`src/rtl/bbe_pkg.sv`:
```
`timescale 1ns / 1ps
// ----------------------------------------------------------------------------
// bbe_pkg
// Shared types, widths and the symbol table of the base32 byte encoder.
// ----------------------------------------------------------------------------
package bbe_pkg;

   localparam int BYTE_W  = 8;
   localparam int SYM_W   = 8;
   localparam int LEN_W   = 10;
   localparam int GROUP_W = 5;
   localparam int LBITS_W = 4;
   localparam int LCNT_W  = 3;

   localparam logic [LEN_W-1:0] MAX_SYMBOLS_RESET = 10'd255;
   localparam logic [LEN_W-1:0] LEN_CEILING       = 10'd1023;
   localparam logic [LCNT_W-1:0] LEFT_MAX         = 3'd4;

   typedef struct packed {
      logic [BYTE_W-1:0] data_byte;
      logic              last_byte;
   } req_payload_type;

   typedef struct packed {
      logic [SYM_W-1:0] symbol;
      logic             has_symbol;
      logic             end_of_message;
      logic [LEN_W-1:0] total_length;
   } rsp_payload_type;

   // lowercase base32 alphabet: a-z then 2-7
   function automatic logic [SYM_W-1:0] symbol_of(input logic [GROUP_W-1:0] grp);
      logic [SYM_W-1:0] code;
      if (grp < 5'd26) begin
         code = 8'h61 + {3'b000, grp};
      end else begin
         code = 8'h32 + {3'b000, grp - 5'd26};
      end
      return code;
   endfunction

endpackage

```
`src/rtl/bbe_channels.sv`:
```
`timescale 1ns / 1ps
// ----------------------------------------------------------------------------
// bbe channels
// Valid/ready channels for message bytes, encoded symbols and the
// capacity register write.
// ----------------------------------------------------------------------------
interface bbe_req_if;
   import bbe_pkg::*;
   logic            valid;
   logic            ready;
   req_payload_type payload;
   modport source (output valid, output payload, input ready);
   modport sink   (input valid, input payload, output ready);
endinterface

interface bbe_rsp_if;
   import bbe_pkg::*;
   logic            valid;
   logic            ready;
   rsp_payload_type payload;
   modport source (output valid, output payload, input ready);
   modport sink   (input valid, input payload, output ready);
endinterface

interface bbe_csr_if;
   import bbe_pkg::*;
   logic             valid;
   logic             ready;
   logic [LEN_W-1:0] payload;
   modport source (output valid, output payload, input ready);
   modport sink   (input valid, input payload, output ready);
endinterface

```
`src/rtl/bbe_input_stage.sv`:
```
`timescale 1ns / 1ps
// ----------------------------------------------------------------------------
// bbe_input_stage
// Input register for message bytes; refills in the cycle it is drained.
// ----------------------------------------------------------------------------
module bbe_input_stage (
   input  logic                     clock,
   input  logic                     reset,
   input  logic                     up_valid,
   input  bbe_pkg::req_payload_type up_data,
   output logic                     up_ready,
   output logic                     dn_valid,
   output bbe_pkg::req_payload_type dn_data,
   input  logic                     dn_take
);
   import bbe_pkg::*;

   logic            valid_ff;
   logic            valid_in;
   req_payload_type data_ff;

   assign up_ready = !valid_ff || dn_take;
   assign valid_in = (up_valid && up_ready) || (valid_ff && !dn_take);

   always_ff @(posedge clock) begin
      if (reset) begin
         valid_ff <= 1'b0;
      end else begin
         valid_ff <= valid_in;
      end
   end

   always_ff @(posedge clock) begin
      if (up_valid && up_ready) begin
         data_ff <= up_data;
      end
   end

   assign dn_valid = valid_ff;
   assign dn_data  = data_ff;

endmodule

```
`src/rtl/bbe_encoder.sv`:
```
`timescale 1ns / 1ps
// ----------------------------------------------------------------------------
// bbe_encoder
// Splits one byte plus leftover bits into up to three results in a single
// pass, parks them in a small result buffer and hands them out in order.
// ----------------------------------------------------------------------------
module bbe_encoder (
   input  logic                     clock,
   input  logic                     reset,
   input  logic [9:0]               cap,
   input  logic                     in_valid,
   input  bbe_pkg::req_payload_type in_data,
   output logic                     in_take,
   output logic                     out_valid,
   output bbe_pkg::rsp_payload_type out_data,
   input  logic                     out_ready
);
   import bbe_pkg::*;

   // message state
   logic [LBITS_W-1:0] lbits_ff, lbits_in;
   logic [LCNT_W-1:0]  lcnt_ff,  lcnt_in;
   logic [LEN_W-1:0]   emit_ff,  emit_in;

   // result buffer
   rsp_payload_type    pend_ff [3];
   rsp_payload_type    res     [3];
   logic [1:0]         left_ff, left_in;
   logic [1:0]         idx_ff,  idx_in;

   logic               pop;
   logic               pend_free;

   logic [11:0]        acc;
   logic [LCNT_W-1:0]  cnt;
   logic [3:0]         bits;
   logic [3:0]         rem;
   logic               g0, g1, flush, capped;
   logic [GROUP_W-1:0] grp0, grp1, fgrp;
   logic [LEN_W-1:0]   e1, e2, e3;
   logic [LCNT_W-1:0]  nb;
   logic [11:0]        mask;
   logic [LBITS_W-1:0] nlb;
   logic [7:0]         fshift;
   logic [1:0]         n;
   logic               last;

   always_comb begin
      last = in_data.last_byte;
      acc  = {lbits_ff, in_data.data_byte};
      cnt  = (lcnt_ff > LEFT_MAX) ? LEFT_MAX : lcnt_ff;
      bits = {1'b0, cnt} + 4'd8;

      g0   = emit_ff < cap;
      grp0 = 5'(acc >> (bits - 4'd5));
      e1   = emit_ff + 10'd1;
      g1   = g0 && (bits >= 4'd10) && (e1 < cap);
      grp1 = 5'(acc >> (bits - 4'd10));
      e2   = g1 ? emit_ff + 10'd2 : (g0 ? e1 : emit_ff);

      rem    = bits - (g1 ? 4'd10 : (g0 ? 4'd5 : 4'd0));
      capped = e2 >= cap;
      if (capped) begin
         nb = '0;
      end else if (rem > 4'd4) begin
         nb = LEFT_MAX;
      end else begin
         nb = rem[LCNT_W-1:0];
      end
      mask = (12'd1 << nb) - 12'd1;
      nlb  = 4'(acc & mask);

      // flush: leftover bits moved to the top of a zero-filled group
      flush  = last && (nb != '0) && !capped;
      fshift = {4'b0000, nlb} << (3'd5 - nb);
      fgrp   = fshift[GROUP_W-1:0];
      e3     = flush ? e2 + 10'd1 : e2;

      n = 2'(g0) + 2'(g1) + 2'(flush);
      if (last && n == 2'd0) begin
         n = 2'd1;
      end

      if (g0) begin
         res[0].symbol       = symbol_of(grp0);
         res[0].has_symbol   = 1'b1;
         res[0].total_length = e1;
      end else begin
         // empty end marker
         res[0].symbol       = '0;
         res[0].has_symbol   = 1'b0;
         res[0].total_length = emit_ff;
      end
      res[0].end_of_message = last && (n == 2'd1);

      res[1].symbol         = symbol_of(g1 ? grp1 : fgrp);
      res[1].has_symbol     = 1'b1;
      res[1].total_length   = g1 ? e2 : e3;
      res[1].end_of_message = last && (n == 2'd2);

      res[2].symbol         = symbol_of(fgrp);
      res[2].has_symbol     = 1'b1;
      res[2].total_length   = e3;
      res[2].end_of_message = last && (n == 2'd3);
   end

   assign out_valid = left_ff != 2'd0;
   assign out_data  = pend_ff[idx_ff];
   assign pop       = out_valid && out_ready;
   assign pend_free = (left_ff == 2'd0) || (left_ff == 2'd1 && pop);
   assign in_take   = in_valid && pend_free;

   always_comb begin
      lbits_in = lbits_ff;
      lcnt_in  = lcnt_ff;
      emit_in  = emit_ff;
      left_in  = left_ff;
      idx_in   = idx_ff;
      if (in_take) begin
         left_in = n;
         idx_in  = '0;
         if (last) begin
            lbits_in = '0;
            lcnt_in  = '0;
            emit_in  = '0;
         end else begin
            lbits_in = nlb;
            lcnt_in  = nb;
            emit_in  = e2;
         end
      end else if (pop) begin
         left_in = left_ff - 2'd1;
         idx_in  = idx_ff + 2'd1;
      end
   end

   always_ff @(posedge clock) begin
      if (reset) begin
         lbits_ff <= '0;
         lcnt_ff  <= '0;
         emit_ff  <= '0;
         left_ff  <= '0;
         idx_ff   <= '0;
      end else begin
         lbits_ff <= lbits_in;
         lcnt_ff  <= lcnt_in;
         emit_ff  <= emit_in;
         left_ff  <= left_in;
         idx_ff   <= idx_in;
      end
   end

   always_ff @(posedge clock) begin
      if (in_take) begin
         pend_ff <= res;
      end
   end

endmodule

```
`src/rtl/bbe_output_stage.sv`:
```
`timescale 1ns / 1ps
// ----------------------------------------------------------------------------
// bbe_output_stage
// Result register on the symbol channel; reloads while being drained.
// ----------------------------------------------------------------------------
module bbe_output_stage (
   input  logic                     clock,
   input  logic                     reset,
   input  logic                     up_valid,
   input  bbe_pkg::rsp_payload_type up_data,
   output logic                     up_ready,
   output logic                     dn_valid,
   output bbe_pkg::rsp_payload_type dn_data,
   input  logic                     dn_ready
);
   import bbe_pkg::*;

   logic            valid_ff;
   logic            valid_in;
   rsp_payload_type data_ff;

   assign up_ready = !valid_ff || dn_ready;
   assign valid_in = up_valid || (valid_ff && !dn_ready);

   always_ff @(posedge clock) begin
      if (reset) begin
         valid_ff <= 1'b0;
      end else begin
         valid_ff <= valid_in;
      end
   end

   always_ff @(posedge clock) begin
      if (up_valid && up_ready) begin
         data_ff <= up_data;
      end
   end

   assign dn_valid = valid_ff;
   assign dn_data  = data_ff;

endmodule

```
`src/rtl/base32_byte_encoder.sv`:
```
`timescale 1ns / 1ps
// Path: input register, encoder result buffer, then the output register that drives rsp.
// Throughput: one result per cycle while rsp is ready; a byte yields 0 to 2 results,
//   up to 3 on the final byte, which always yields at least one; the next byte is taken
//   as the last result of the previous one is handed on.
// Reset: synchronous, active high; clears leftover bits, counts and all valid flags,
//   and loads max_symbols with 255.
// ----------------------------------------------------------------------------
// base32_byte_encoder
// Unpadded lowercase base32 encoder with a per-message symbol capacity.
// ----------------------------------------------------------------------------
module base32_byte_encoder #(
   parameter int MAX_SYMBOL_LIMIT = 1023
) (
   input logic      clock,
   input logic      reset,
   bbe_req_if.sink  req_if,
   bbe_rsp_if.source rsp_if,
   bbe_csr_if.sink  csr_if
);
   import bbe_pkg::*;

   localparam logic [LEN_W-1:0] CAP_LIMIT =
      (MAX_SYMBOL_LIMIT > 1023) ? LEN_CEILING : LEN_W'(MAX_SYMBOL_LIMIT);

   logic [LEN_W-1:0] max_symbols_ff;
   logic [LEN_W-1:0] max_symbols_in;
   logic [LEN_W-1:0] cap;

   logic             in_valid;
   req_payload_type  in_data;
   logic             in_take;
   logic             enc_valid;
   rsp_payload_type  enc_data;
   logic             enc_ready;

   assign csr_if.ready   = 1'b1;
   assign max_symbols_in = (csr_if.valid && csr_if.ready) ? csr_if.payload : max_symbols_ff;

   always_ff @(posedge clock) begin
      if (reset) begin
         max_symbols_ff <= MAX_SYMBOLS_RESET;
      end else begin
         max_symbols_ff <= max_symbols_in;
      end
   end

   assign cap = (max_symbols_ff > CAP_LIMIT) ? CAP_LIMIT : max_symbols_ff;

   bbe_input_stage u_input (
      .clock    (clock),
      .reset    (reset),
      .up_valid (req_if.valid),
      .up_data  (req_if.payload),
      .up_ready (req_if.ready),
      .dn_valid (in_valid),
      .dn_data  (in_data),
      .dn_take  (in_take)
   );

   bbe_encoder u_encoder (
      .clock     (clock),
      .reset     (reset),
      .cap       (cap),
      .in_valid  (in_valid),
      .in_data   (in_data),
      .in_take   (in_take),
      .out_valid (enc_valid),
      .out_data  (enc_data),
      .out_ready (enc_ready)
   );

   bbe_output_stage u_output (
      .clock    (clock),
      .reset    (reset),
      .up_valid (enc_valid),
      .up_data  (enc_data),
      .up_ready (enc_ready),
      .dn_valid (rsp_if.valid),
      .dn_data  (rsp_if.payload),
      .dn_ready (rsp_if.ready)
   );

endmodule
```
`src/flat_wrapper.sv`:
```
// flat-port wrapper written by rule: the top's interface ports become plain ports
module base32_byte_encoder_flat import bbe_pkg::*;
#(
   parameter int MAX_SYMBOL_LIMIT = 1023
)
  (clock, reset, req_if_valid, req_if_payload, req_if_ready, rsp_if_valid, rsp_if_payload, rsp_if_ready, csr_if_valid, csr_if_payload, csr_if_ready);
  bbe_req_if req_if_i ();
  bbe_rsp_if rsp_if_i ();
  bbe_csr_if csr_if_i ();
  input logic clock;
  input logic reset;
  input wire logic [$bits(req_if_i.valid)-1:0] req_if_valid;
  input wire logic [$bits(req_if_i.payload)-1:0] req_if_payload;
  output wire logic [$bits(req_if_i.ready)-1:0] req_if_ready;
  output wire logic [$bits(rsp_if_i.valid)-1:0] rsp_if_valid;
  output wire logic [$bits(rsp_if_i.payload)-1:0] rsp_if_payload;
  input wire logic [$bits(rsp_if_i.ready)-1:0] rsp_if_ready;
  input wire logic [$bits(csr_if_i.valid)-1:0] csr_if_valid;
  input wire logic [$bits(csr_if_i.payload)-1:0] csr_if_payload;
  output wire logic [$bits(csr_if_i.ready)-1:0] csr_if_ready;
  assign req_if_i.valid = req_if_valid;
  assign req_if_i.payload = req_if_payload;
  assign req_if_ready = req_if_i.ready;
  assign rsp_if_valid = rsp_if_i.valid;
  assign rsp_if_payload = rsp_if_i.payload;
  assign rsp_if_i.ready = rsp_if_ready;
  assign csr_if_i.valid = csr_if_valid;
  assign csr_if_i.payload = csr_if_payload;
  assign csr_if_ready = csr_if_i.ready;
  base32_byte_encoder #(.MAX_SYMBOL_LIMIT(MAX_SYMBOL_LIMIT)) u_core (.clock(clock), .reset(reset), .req_if(req_if_i), .rsp_if(rsp_if_i), .csr_if(csr_if_i));
endmodule
```
`config.mk`:
```
export PLATFORM = sky130hd
export DESIGN_NAME = base32_byte_encoder_flat
export DESIGN_NICKNAME = d
export VERILOG_FILES = /design/src/rtl/bbe_pkg.sv /design/src/rtl/bbe_channels.sv /design/src/rtl/bbe_input_stage.sv /design/src/rtl/bbe_encoder.sv /design/src/rtl/bbe_output_stage.sv /design/src/rtl/base32_byte_encoder.sv /design/src/flat_wrapper.sv
export SDC_FILE = /design/constraint.sdc
export NUM_CORES = 1
export LEC_CHECK = 0
export BUFFER_PORTS_ARGS = -buffer_cell sky130_fd_sc_hd__buf_2
export CAP_MARGIN = 20
export CORE_ASPECT_RATIO = 0.8
export CORE_UTILIZATION = 35
export DETAILED_ROUTE_END_ITERATION = 16
export GPL_ROUTABILITY_DRIVEN = 0
export PLACE_DENSITY_LB_ADDON = 0.1
export SETUP_SLACK_MARGIN = 0.05
export SLEW_MARGIN = 5
export SYNTH_ARGS = -nofsm -noshare
export SYNTH_HDL_FRONTEND = slang
export SYNTH_SLANG_ARGS = --single-unit
```
`constraint.sdc`:
```
create_clock -name clock -period 10.4 [get_ports clock]
set_input_delay 0.52 -clock clock [delete_from_list [all_inputs] [get_ports clock]]
set_output_delay 0.52 -clock clock [all_outputs]
set_load 0.1 [all_outputs]
```
; Word level (Yosys, flattened, before mapping)
; Index checks and enable logic that the tools add are counted.
[word_totals]
regBits = 120
inputBits = 24
word_cells = 121
[classes]
add_sub_neg = 22
magnitude_cmp = 11
n_eq_ne = 4
n_shift = 4
muxes = 24
n_bitwise = 2
reduce_logical = 30
[op_table]
columns = operator, count
row1 = $mux W10, 6
row2 = $bmux W20 S2, 1
row3 = $mux W20, 2
row4 = $add A7 B5 Y8 const A, 3
row5 = $mux W8, 3
row6 = $shr A12 B4 Y5, 2
row7 = $add A6 B5 Y7 const A, 3
row8 = $add A10 B1 Y10 const B, 2
row9 = $lt A10 B10 Y1, 2
row10 = $lt A5 B5 Y1 const B, 3
row11 = $mux W3, 5
row12 = $sub A5 B5 Y5 const B, 3
row13 = $logic_and A1 B1 Y1, 14
row14 = $add A10 B2 Y10 const B, 1
row15 = $ge A10 B10 Y1, 1
row16 = $gt A10 B10 Y1 const B, 1
row17 = $mux W4, 2
row18 = $mux W2, 3
row19 = $logic_not A1 Y1, 5
row20 = $logic_or A1 B1 Y1, 5
row21 = $mux W5, 1
row22 = $shl A4 B3 Y5, 1
row23 = $add A3 B4 Y4 const B, 1
row24 = $and A4 B4 Y4, 1
row25 = other kinds (22), 26

; Depth between registers and ports, before layout
; Gate-level depths: netlist (run 1).
[logic_depth]
depth_word = 20
ltp_mapped = 38

; By module
; A second synthesis (run 1) with hierarchy kept.
[unflattened]
hier_cells = 790
hier_area_um2 = 7905.1
[by_module_without_submodules]
columns = module, instances, cells_per_inst, area_per_inst_um2
row1 = bbe_encoder, 1, 707, 6502.5
row2 = bbe_output_stage, 1, 25, 655.6
row3 = base32_byte_encoder, 1, 44, 421.7
row4 = bbe_input_stage, 1, 14, 325.3

; Worst setup path before layout (run 1)
; No wires, ideal clock.
[synth_path]
path_kind = register to register
from = register u_core.u_encoder.emit_ff[4]
to = register u_core.u_encoder.pend_ff[18] (netlist name) (data pin)
t_arrival_ps = 7582
slack_ps = 2556
stages_incl_launch_ff = 38
period_less_slack_ps = 7844
cell_sequence = dfxtp_1 clkbuf_1 clkbuf_1 and2_1 nand3_1 nor2_1 nand2_1 xnor2_1 ha_1 and3_1 nand3_1 a2111o_1 nand2_2 nor2_4 inv_2 buf_1 ha_1 nor2b_1 [2 not listed] nand2_1 a21o_1 a211o_1 nor2b_1 buf_2 ha_1 nor2b_1 mux2i_1 nand2b_1 or4_1 a31o_2 clkinv_2 ha_1 nand2b_1 clkbuf_1 a211o_1 a21oi_1 o22ai_1
[synth_lines]
columns = item, line_no
row1 = "start, declared", bbe_encoder.sv:23  ; logic [LEN_W-1:0] emit_ff, emit_in;
row2 = "start signal, assigned", bbe_encoder.sv:147  ; emit_ff <= emit_in;
row3 = "end signal, assigned", bbe_encoder.sv:155  ; pend_ff <= res;
row4 = "end, declared", bbe_encoder.sv:26  ; rsp_payload_type pend_ff [3];

==> results.md, run 1 <==
- Post-DP HPWL: 14700 µm
- RSZ-0062 raised after global routing: no
- Core Rows: 48
- Synth area leaders: edfxtp_1 34%, dfxtp_1 8.5%, ha_1 7.6%
- Worst skew pair latency: 0.43 ns
- P per Cell Area: 364.4 nW/µm²
- Fin util: 40.75%
- Remaining DRCs: 0
- Worst Path Required: 10.57 ns
- I/O Pins: 47
- CTS tree: done
- Final wirelength: 19860 µm
- Commonest non-fill, non-tap cell in the layout: edfxtp_1
- Reg power frac: 24.3%
- Die X: 168.4 µm
- Initial Utilization: 35.86%
- Maxcap violations: 0
- Port bufs: 45
- Max incr delay on CP: 0.70 ns
- Root buffer cell: clkbuf_16
- Internal cell power: 1699 µW
- Post-synth EDFFs: 87
- Initial antenna violation count: 0
- Largest net degree at the start of global routing: 64
- GRT overflow: 0
- DR iter-0 viols: 572
- Crit path capture: u_core.u_encoder.pend_ff[18]
- HP Class: primary input to flip-flop
- Yosys top cell area share: 33.69%
- Peak supply drop: 196.2 µV
- # resized after CTS: 0
- CP dominant cell by count: ha_1
- Sequential fraction of the synthesis area: 42.21%
- Setup violators final: 0
- Fmax: 0.1073 GHz
- Netlist Area Pre-Place: 7754 µm²
- Tmin final: 9.320 ns
- Commonest cells after routing, fill and taps aside: 87 x edfxtp_1, 84 x nand2_1, 47 x ha_1, 45 x buf_2, 44 x nor2_1
- Crit path kind: flip-flop to flip-flop
- Final hold slack: 0.2667 ns
- N_diodes: 0
- Crit start category: flip-flop
- Status: complete, no violations
- Vias: 5896
- Worst Setup End Kind: flip-flop
- Synth unique cells: 79
- # Post-CTS Setup Buffers: 0
- Fin Setup TNS: 0 ns
- FF-to-FF setup slack: 1.08 ns
- R2r startpoint: u_core.u_encoder.emit_ff[4]
- R2r worst-path depth: 33
- P_leak: 0.003523 µW
- Sw power: 1512 µW
- Final Slew Violations: 0
- Core area: 21620 µm²
- Worst Setup SP: u_core.u_encoder.emit_ff[4]
- Max Root-Sink Buffers: 2
- Synth Instances: 773
- Slew at the pin closest to its max-slew limit: 0.7978 ns
- Layout Skew: 0.01400 ns
- Yosys reg bits: 120
- NumNets Final: 875
- Synth warn: 0
- Die height: 135.1 µm
- FILL cells: 2147
- Wire per inst: 18.22 µm
- Die area: 22760 µm²
- Vias per Instance: 5.409
- Synth area leader: edfxtp_1
- Total clock sinks: 120
- Final hold vios: 0
- Total track usage: 18.44%
- Slowest-stage cell, CP: dfxtp_1
- CP Max Fanout: 21
- Worst rel slew slack: 46.33%
- Clock network power share: 19.0%
- Pre-antenna DRT Iters: 7
- Synth Flop Type: edfxtp_1
- Ys async rst share: 0%
- TritonCTS Buffers: 17
- Crit share post-route: 89.62%
- Detail Route Antenna Nets: 0
- Vias in the first global route: 5656
- First-pass GRT wire length: 31580 µm
- Hold_buf cts: 0
- Share of layout cells above drive strength 1: 15.21%
- Clk slew on worst S/H paths: 0.06 ns
- Critical path arrival: 9.49 ns
- Comb power frac: 56.8%
- Reg-to-reg endpoint: u_core.u_encoder.pend_ff[18]
- Htree depth: 4
- Switching share of total power: 47.08%
- Layout area overhead: 13.64%
- Synth Area per Inst: 10.03 µm²
## worst max-delay path: cells and delay by family, from the launching register on
family                     cells  cell delay [ns]
xor gates and xnor gates       1             0.17
buffers and inverters          2             0.44
AOI/OAI and AO/OA              9             2.57
muxes                          1             0.12
adders and majority gates      4             1.20
DFF                            1             0.70
and+or+nand+nor               16             3.82
## metrics by stage
| step | setup slack [ns] | total power, µW | std cells | area, µm² |
|---|---|---|---|---|
| after floorplan | 2.556 | 2192 | 774 | 7757 |
| after global placement | 1.671 | 2541 | 1058 | 8207 |
| after detailed placement | 1.247 | 2592 | 1058 | 8207 |
| after CTS | 1.242 | 3213 | 1090 | 8811 |
| after global routing | 0.4112 | 3417 | 1090 | 8811 |
| final | 1.080 | 3211 | 1090 | 8811 |
## worst min-delay path by stage
stage                                      to                startpoint  cells past startpoint  slack (ns)
global route        u_core.u_input.dn_data[6]         req_if_payload[6]                      1        0.25
CTS                 u_core.u_input.dn_data[0]         req_if_payload[0]                      1        0.25
detailed placement   u_core.max_symbols_ff[9]  u_core.max_symbols_ff[9]                      2        0.50
global placement     u_core.max_symbols_ff[8]  u_core.max_symbols_ff[8]                      2        0.48
floorplan            u_core.max_symbols_ff[8]  u_core.max_symbols_ff[8]                      2        0.46
finish              u_core.u_input.dn_data[3]         req_if_payload[3]                      1        0.27
## cell families after synthesis
family	Yosys count	share of synthesized area [%]
AOI/OAI and AO/OA	161	14.83
muxes	54	8.520
adders and majority gates	49	8.101
other	2	0.09686
and+or+nand+nor	246	15.62
buffers and inverters	86	4.405
xor gates and xnor gates	55	6.213
DFF	120	42.21
## cell type report
| cell class | instances | area [µm²] | share of cell area, % |
|---|---|---|---|
| inverter | 42 | 158.9 | 1.803 |
| clock inverter | 13 | 171.4 | 1.945 |
| sequential | 120 | 3273 | 37.15 |
| tap | 275 | 344.1 | 3.905 |
| timing repair buffer | 53 | 285.3 | 3.238 |
| clock buffer | 19 | 432.9 | 4.913 |
| multi-input combinational | 568 | 4145 | 47.05 |
## power groups by stage
stage / registers [µW] / clock network, µW / logic (µW)
final: 779 / 610 / 1820
after global routing: 792 / 642 / 1980
after CTS: 780 / 623 / 1810
after detailed placement: 790 / 0 / 1800
after global placement: 787 / 0 / 1750
after floorplan: 1040 / 0 / 1150
## routing by layer
layer / track usage, % / share of wire, % / wire length, µm / vias to the layer above
met1: 27.35 / 51 / 10100 / 2774
li1: - / - / - / 2889
met3: 3.605 / 6.6 / 1305 / 25
met2: 26.39 / 41 / 8178 / 208
met4: 6.616 / 1.4 / 277 / 0
met5: 0 / 0 / 0 / -
## registers in the layout, indices dropped and copies added, names as in the netlist
| signal | flops |
|---|---|
| u_core.max_symbols_ff | 10 |
| u_core.u_encoder.emit_ff | 10 |
| u_core.u_encoder.idx_ff | 2 |
| u_core.u_encoder.lbits_ff | 4 |
| u_core.u_encoder.lcnt_ff | 3 |
| u_core.u_encoder.left_ff | 2 |
| u_core.u_encoder.pend_ff | 58 |
| u_core.u_input.dn_data | 9 |
| u_core.u_input.dn_valid | 1 |
| u_core.u_output.dn_data | 20 |
| u_core.u_output.dn_valid | 1 |
## cells in the mapped netlist, drive strengths merged, types with 4 or more instances
library cell  number
xor2              16
a22o               6
clkbuf            29
and2               7
mux2i             39
a31oi             12
nand4              9
nor2b              9
nor3              16
a32o               6
nand2             86
or3                4
nand2b            11
ha                47
dfxtp             33
a21boi             8
a211o              4
o22ai             10
or4                5
nand3             35
o211ai            10
buf               15
nor2              46
edfxtp            87
and3               4
mux4               9
a21oi             29
a21o              10
xnor2             39
inv               39
mux2               6
o21ai             43
Note: power is estimated with default switching activity, not from simulation.
==> inputs of run 2 (changes only) <==
--- a/config.mk
+++ b/config.mk
@@ -5,6 +5,7 @@
 export SDC_FILE = /design/constraint.sdc
 export NUM_CORES = 1
 export LEC_CHECK = 0
+export ABC_AREA = 1
 export BUFFER_PORTS_ARGS = -buffer_cell sky130_fd_sc_hd__buf_2
 export CAP_MARGIN = 20
 export CORE_ASPECT_RATIO = 0.8
==> results.md, run 2 <==
- Status: complete, no violations
- R2r worst-path depth: 43
- Reg-to-reg endpoint: u_core.u_encoder.pend_ff[15]
- Worst skew pair latency: 0.43 ns
- Post-DP HPWL: 14360 µm
- Synth Instances: 924
- Max Root-Sink Buffers: 2
- Yosys reg bits: 120
- Initial antenna violation count: 0
- Pre-antenna DRT Iters: 5
- Die height: 134.2 µm
- Wire per inst: 15.43 µm
- Synth Flop Type: edfxtp_1
- Clk slew on worst S/H paths: 0.06 ns
- Final hold vios: 0
- Initial Utilization: 36.32%
- Synth area leader: edfxtp_1
- Yosys top cell area share: 34.16%
- Share of layout cells above drive strength 1: 13.96%
- # resized after CTS: 0
- Remaining DRCs: 0
- Final wirelength: 19180 µm
- CTS tree: done
- Layout Skew: 0.01670 ns
- RSZ-0062 raised after global routing: no
- Slowest-stage cell, CP: dfxtp_1
- DR iter-0 viols: 429
- Largest net degree at the start of global routing: 60
- Hold_buf cts: 0
- Largest register by flop count: u_core.u_encoder.pend_ff
- NumNets Final: 1034
- Worst Path Required: 10.56 ns
- Fin Setup TNS: 0 ns
- Htree depth: 4
- Core Rows: 47
- Commonest cells after routing, fill and taps aside: 199 x nand2_1, 120 x inv_1, 87 x edfxtp_1, 80 x nor2_1, 58 x nand3_1
- N_diodes: 0
- Tmin final: 7.311 ns
- Slew at the pin closest to its max-slew limit: 0.9584 ns
- Vias: 6186
- Root buffer cell: clkbuf_16
- Synth unique cells: 56
- Crit path capture: u_core.u_encoder.pend_ff[15]
- Max incr delay on CP: 0.47 ns
- Setup violators final: 0
- HP Class: primary input to flip-flop
- Crit share post-route: 70.30%
- Maxcap violations: 0
- FF-to-FF setup slack: 3.09 ns
- Detail Route Antenna Nets: 0
- Top-count cell post-synth: nand2_1
- Vias per Instance: 4.977
- Post-synth EDFFs: 87
- Synth area leaders: edfxtp_1 34%, nand2_1 9.8%, dfxtp_1 8.6%
- Total track usage: 17.96%
- Worst Setup End Kind: flip-flop
- I/O Pins: 47
- Die X: 167.3 µm
- Fmax: 0.1368 GHz
- CP Max Fanout: 31
- Sequential fraction of the synthesis area: 42.80%
- Total clock sinks: 120
- CP dominant cell by count: inv_1
- Layout area overhead: 14.23%
- R2r startpoint: u_core.u_encoder.emit_ff[2]
- Synth warn: 0
- Crit start category: flip-flop
- Top post-synthesis cells by count: 199 x nand2_1, 120 x inv_1, 87 x edfxtp_1
- First-pass GRT wire length: 30810 µm
- Synth Area per Inst: 8.276 µm²
- Max reg flops: 58
- TritonCTS Buffers: 17
- Ys async rst share: 0%
- Netlist Area Pre-Place: 7647 µm²
- Critical path arrival: 7.47 ns
- Final Slew Violations: 0
- Commonest non-fill, non-tap cell in the layout: nand2_1
- Worst Setup SP: u_core.u_encoder.emit_ff[2]
- GRT overflow: 0
- Port bufs: 45
- Core area: 21050 µm²
- Vias in the first global route: 5555
- Crit path kind: flip-flop to flip-flop
- Die area: 22450 µm²
- Worst rel slew slack: 35.62%
- # Post-CTS Setup Buffers: 0
[run 2: cell count changes after synthesis, moves of 9 or more]
cell / change
nor2b_1: -9
nand3_1: +23
nand2_1: +115
inv_1: +85
nor2_1: +37
o31ai_1: +21
clkbuf_1: -12
mux2i_1: -38
o21ai_0: +14
nand2b_1: -11
mux4_2: -9
xnor2_1: -37
[run 2: worst max-delay path, delay by kind of cell (launching register included)]
kind	cells	cell delay [ns]
buffers and inverters	9	1.07
adder cells (fa/ha/maj)	5	1.31
flip-flops	1	0.47
AO/OA/AOI/OAI	7	1.17
XOR/XNOR	2	0.39
AND/OR/NAND/NOR	20	2.61
[run 2: cells by family after synthesis]
| family | count (synthesis) | synth area share [%] |
|---|---|---|
| simple gates | 403 | 24.84 |
| compound gates | 165 | 12.99 |
| buf+inv | 161 | 8.295 |
| flops | 120 | 42.80 |
| fa+ha+maj | 49 | 8.213 |
| xor+xnor | 23 | 2.634 |
| other cells | 2 | 0.09820 |
| mux | 1 | 0.1309 |
[run 2: cell type report]
cell class,count,area (µm²)
Fill cell,2154,12320
Inverter,129,484.2
Clock buffer,19,442.9
Clock inverter,13,192.7
Tap cell,269,336.6
Multi-Input combinational cell,644,3751
Timing Repair Buffer,49,255.2
Sequential cell,120,3273
[run 2: routing by layer]
layer  global-route usage [%]  wire [µm]  vias up
li1                         -          -     3195
met1                    29.14      10810     2789
met2                    22.90       6892      186
met3                    4.013       1273       16
met4                    4.791        203        0
met5                        0          0        -
[run 2: metrics by stage]
stage          area, µm²  hold WS, ns  instances  worst slack [ns]  utilization (%)
2_1_floorplan       7651       0.4595        925             4.648                -
3_3_place_gp        8100       0.4870       1211             3.408            38.48
3_5_place_dp        8100       0.4818       1211             3.148            38.48
4_1_cts             8736       0.2514       1243             3.112            41.50
5_1_grt             8736       0.2493       1243             2.295            41.50
6_report            8736       0.2658       1243             3.089            41.50
[run 2: worst min path at each step]
| stage | start | endpoint | depth (start not counted) |
|---|---|---|---|
| 6_report | req_if_payload[8] | u_core.u_input.dn_data[8] | 1 |
| 3_3_place_gp | u_core.u_encoder.left_ff[1] | u_core.u_encoder.left_ff[1] | 2 |
| 3_5_place_dp | u_core.u_encoder.left_ff[1] | u_core.u_encoder.left_ff[1] | 2 |
| 2_1_floorplan | u_core.u_encoder.left_ff[1] | u_core.u_encoder.left_ff[1] | 2 |
| 5_1_grt | req_if_payload[7] | u_core.u_input.dn_data[7] | 1 |
| 4_1_cts | req_if_payload[7] | u_core.u_input.dn_data[7] | 1 |
Power of run 2 is left out: the tool's default activity adds up to more than one toggle a clock period on the data nets, which glitch-free logic cannot reach.
